[config.mk]
export PLATFORM = sky130hd
export DESIGN_NAME = gjpd_scan_cmp
export DESIGN_NICKNAME = d
export VERILOG_FILES = /design/src/rtl/gjpd_scan_cmp.sv
export SDC_FILE = /design/constraint.sdc
export NUM_CORES = 1
export LEC_CHECK = 0
export BUFFER_PORTS_ARGS = -buffer_cell sky130_fd_sc_hd__buf_2
export CAP_MARGIN = 10
export CELL_PAD_IN_SITES_DETAIL_PLACEMENT = 1
export CELL_PAD_IN_SITES_GLOBAL_PLACEMENT = 2
export CORE_MARGIN = 5
export CORE_UTILIZATION = 19
export DETAILED_ROUTE_END_ITERATION = 10
export GPL_TIMING_DRIVEN = 0
export PLACE_DENSITY = 0.82
export SLEW_MARGIN = 0
export SYNTH_ARGS = -nofsm -noshare
export SYNTH_HDL_FRONTEND = slang
export SYNTH_SLANG_ARGS = --single-unit
[constraint.sdc]
create_clock -name vclk -period 1.4
set_input_delay 0.14 -clock vclk [all_inputs]
set_output_delay 0.14 -clock vclk [all_outputs]
set_load 0.005 [all_outputs]
[src/rtl/gjpd_scan_cmp.sv]
`timescale 1ns / 1ps
`default_nettype none
// Shared compare unit: decides whether the slot now being visited beats the
// best candidate found so far in a table scan.
module gjpd_scan_cmp #(
    parameter int LEVEL_W = 2
) (
    input  wire logic               use_level,
    input  wire logic               have_best,
    input  wire logic [LEVEL_W-1:0] cand_level,
    input  wire logic [LEVEL_W-1:0] best_level,
    input  wire logic [15:0]        cand_age,
    input  wire logic [15:0]        best_age,
    output logic                    better
);
    always_comb
    begin
        if (!have_best)
            better = 1'b1;
        else if (use_level && cand_level != best_level)
            better = cand_level > best_level;
        else
            better = cand_age > best_age;
    end
endmodule
`default_nettype wire

Word level (Yosys, flattened, before mapping)
Cells that the tools add are included.
W data, S select, Z words.
- order comparisons: 2
- equality and inequality tests: 1
- multiplexer cells: 2
- reduce and logical (&&, ||, !) cells: 1
- operator list (cell ; count):
    $gt A16 B16 Y1 ; 1
    $gt A2 B2 Y1 ; 1
    $mux W1 ; 2
    $ne A2 B2 Y1 ; 1
    $logic_and A1 B1 Y1 ; 1
- register bits: 0
- bits of input ports: 38
- logic and storage cells: 6

Depth between registers and ports, before layout
- depth after elaboration: 4
- mapped depth: 7
- depth with buffers taken out: 7

Least setup slack after synthesis
Ideal clock, no wire load.
- kind: input to output
- start point: in best_age[15]
- end point: out better
- data arrival time: 1.196 ns
- data required time: 1.260 ns
- setup slack: 0.064 ns
- cell stages on the path: 6
- cells stage by stage: inv_1 > ha_1 > nand4_2 > a2111oi_2 > nor4_1 > o221ai_1
- cells in the longest elaborated chain, start to end: 3
- RTL lines (what ; RTL line ; source):
    start: declaration ; 13 ; input wire logic [15:0] best_age,
    $gt A16 B16 Y1 ; 23 ; better = cand_age > best_age;
    $mux W1 ; 20 ; else if (use_level && cand_level != best_level)
    $mux W1 ; 18 ; if (!have_best)
    end: declaration ; 14 ; output logic better
Every way passes these cells.

Worst setup path in the final report
- start point: in best_age[11]
- end point: out better
The elaborated chain is that of the path after synthesis.

==> qor.yml <==
status:
  status: "finished, violations left"
  violations: "setup timing"
synth:
  synthAdderAreaFrac: 0.4852
  synthXorXnorAreaFrac: 0
  syn-num-nets: 119
  yosys.area_share.simple: 0.1402
  synth_cell_types: 16
  syn_inst: 63
  muxShareOfSynthArea: 0
  syn_area_per_cell_sq_um: 7.368
  synth_area_sq_um: 464.2
  synth-compound-area-share: 0.2210
  ys_warn_count: 0
  synth_top_family_by_area: "adder cells"
  yosysSeqAreaShare: 0
sta:
  min_period_ps: 1562
  setup_violations: 1
  setup_ws_ps: -162.2
  drv_slew: 0
  finalHoldViolCount: 0
  tightestPinTransition_ps: 267.4
  relSlewSlack: 0.8194
  fin_crit_sh: 1.116
  rsz0062_at_grt: "true"
  fmax_mhz: 640.1
floorplanning:
  coreArea_sq_um: 2410
  num_rows: 18
  die-width_um: 59.43
  die_h_um: 59.43
  die-area_sq_um: 3532
  io_pins: 39
  start_util: 0.1926
route:
  ant_nets: 0
  drc: 0
  routed_via_density: 4.417
  routedWlPerCell_um: 11.70
  via_count: 583
  drtIter0Drc: 7
  firstDrtPassIters: 2
  drt_wl_total_um: 1545
global_routing:
  track_usage: 0.08804
  grt_pass1_wl_um: 2532
  grt_max_degree: 5
  grt_pass1_vias: 648
  globalRouteOverflowTotal: 0
  antenna_found_initial: 0
cells_and_area:
  final_area_sq_um: 829.5
  area.growth.synth_to_final_pct: 78.71
  fillers: 302
  clockBufferCount: 0
  nets: 160
  drive_gt1_frac: 0.5196
  seq_area_sq_um: 0
  layout_commonest_cell: "buf_2"
  multi_input_comb_area_sq_um: 513.0
  final_cell_mix: "37 x buf_2, 17 x inv_1, 10 x ha_1"
  seq_cells: 0
  num_antenna_cells: 0
  final_core_util: 0.3442
  fin_cells: 132
power_and_ir_drop:
  p_leak_nw: 0.4481
  vdd_drop_max_uv: 120.4
  power_density_nw_per_um2: 278.7
setup_path:
  worstSetupPathType: "in -> out"
  start_kind: "input pin"
  arrival_ps: 1420
  required_ps: 1260
  crit_path_max_fanout: 3
  cp-end-kind: "output pin"
place:
  dp_hpwl_um: 1405
  dpl_cell_area_sq_um: 696.9
  placed_cells: 132
  port_buffers: 39
  routabilityCongestion: 0.6437
job:
  maxCapViolCount: 0
min_path:
  hp-class: "in -> out"
cts:
  cts_setup_buffers: 0
## cell type report
type	count	share of cell area
Inverter	19	0.08597
Multi-Input combinational cell	44	0.6184
Tap cell	30	0.04525
Timing Repair Buffer	39	0.2504
## cell families (layout without fill, tap and decap cells)
family / count (synthesis) / after routing
and+or+nand+nor: 11 / 11
buffers and inverters: 19 / 58
AOI/OAI and AO/OA: 15 / 15
adders and majority gates: 18 / 18
## report_power, final
group / total (W) / internal (W) / switching (W) / leakage (nW)
combinational: 0.000231 / 0.000127 / 0.000104 / 0.448
clock: 0 / 0 / 0 / 0
sequential: 0 / 0 / 0 / 0
## routing by layer
metal | vias up | routed length (um) | GRT usage | share of wire
li1 | 302 | - | - | -
met1 | 257 | 630 | 0.1055 | 0.41
met2 | 24 | 760 | 0.1685 | 0.49
met3 | 0 | 154 | 0.01743 | 0.10
met4 | 0 | 0 | 0 | 0
met5 | - | 0 | 0 | 0
## timing repair
action / 4_1_cts / 5_1_grt
endpoints found under the setup margin: 1 / 1
gates resized for setup: 9 / 6
hold buffers: 0 / 0
cloned: 0 / 0
pin swaps: 3 / 2
## metrics by stage
| stage | setup TNS, ps | total power, W | worst slack (ps) | hold WS, ps |
|---|---|---|---|---|
| 6_report | -162.2 | 0.0002312 | -162.2 | 546.4 |
| 2_1_floorplan | 0 | 0.00009677 | 63.79 | 339.6 |
| 3_3_place_gp | -272.9 | 0.0001705 | -272.9 | 550.9 |
| 3_5_place_dp | -263.6 | 0.0001806 | -263.6 | 551.6 |
| 5_1_grt | -243.8 | 0.0002642 | -243.8 | 564.3 |
| 4_1_cts | -178.7 | 0.0002164 | -178.7 | 551.8 |
## path summary, 6_finish.rpt
kind                 end         start  depth (start not counted)
setup / recovery  better  best_age[11]                          7
hold / removal    better     have_best                          3
## synth_stat cells, drive strengths merged
library cell	count	area, sq um
a21o	2	15.01
nand2	3	11.26
o41ai	1	8.760
o221ai	1	8.760
nor4	1	6.260
o211ai	1	7.510
inv	19	71.32
a21oi	7	35.03
o21ai	1	5.000
a2111oi	1	15.01
nand4	4	31.28
ha	18	225.2
nor2b	1	6.260
nand3	2	10.01
a211oi	1	7.510
## worst max-delay path: stages
cell      delay, ps
buf_2            80
inv_1            30
ha_1            300
nand4_1         180
o41ai_1         380
o221ai_1        160
buf_2           150
Note: power is estimated with default switching activity, not from simulation.
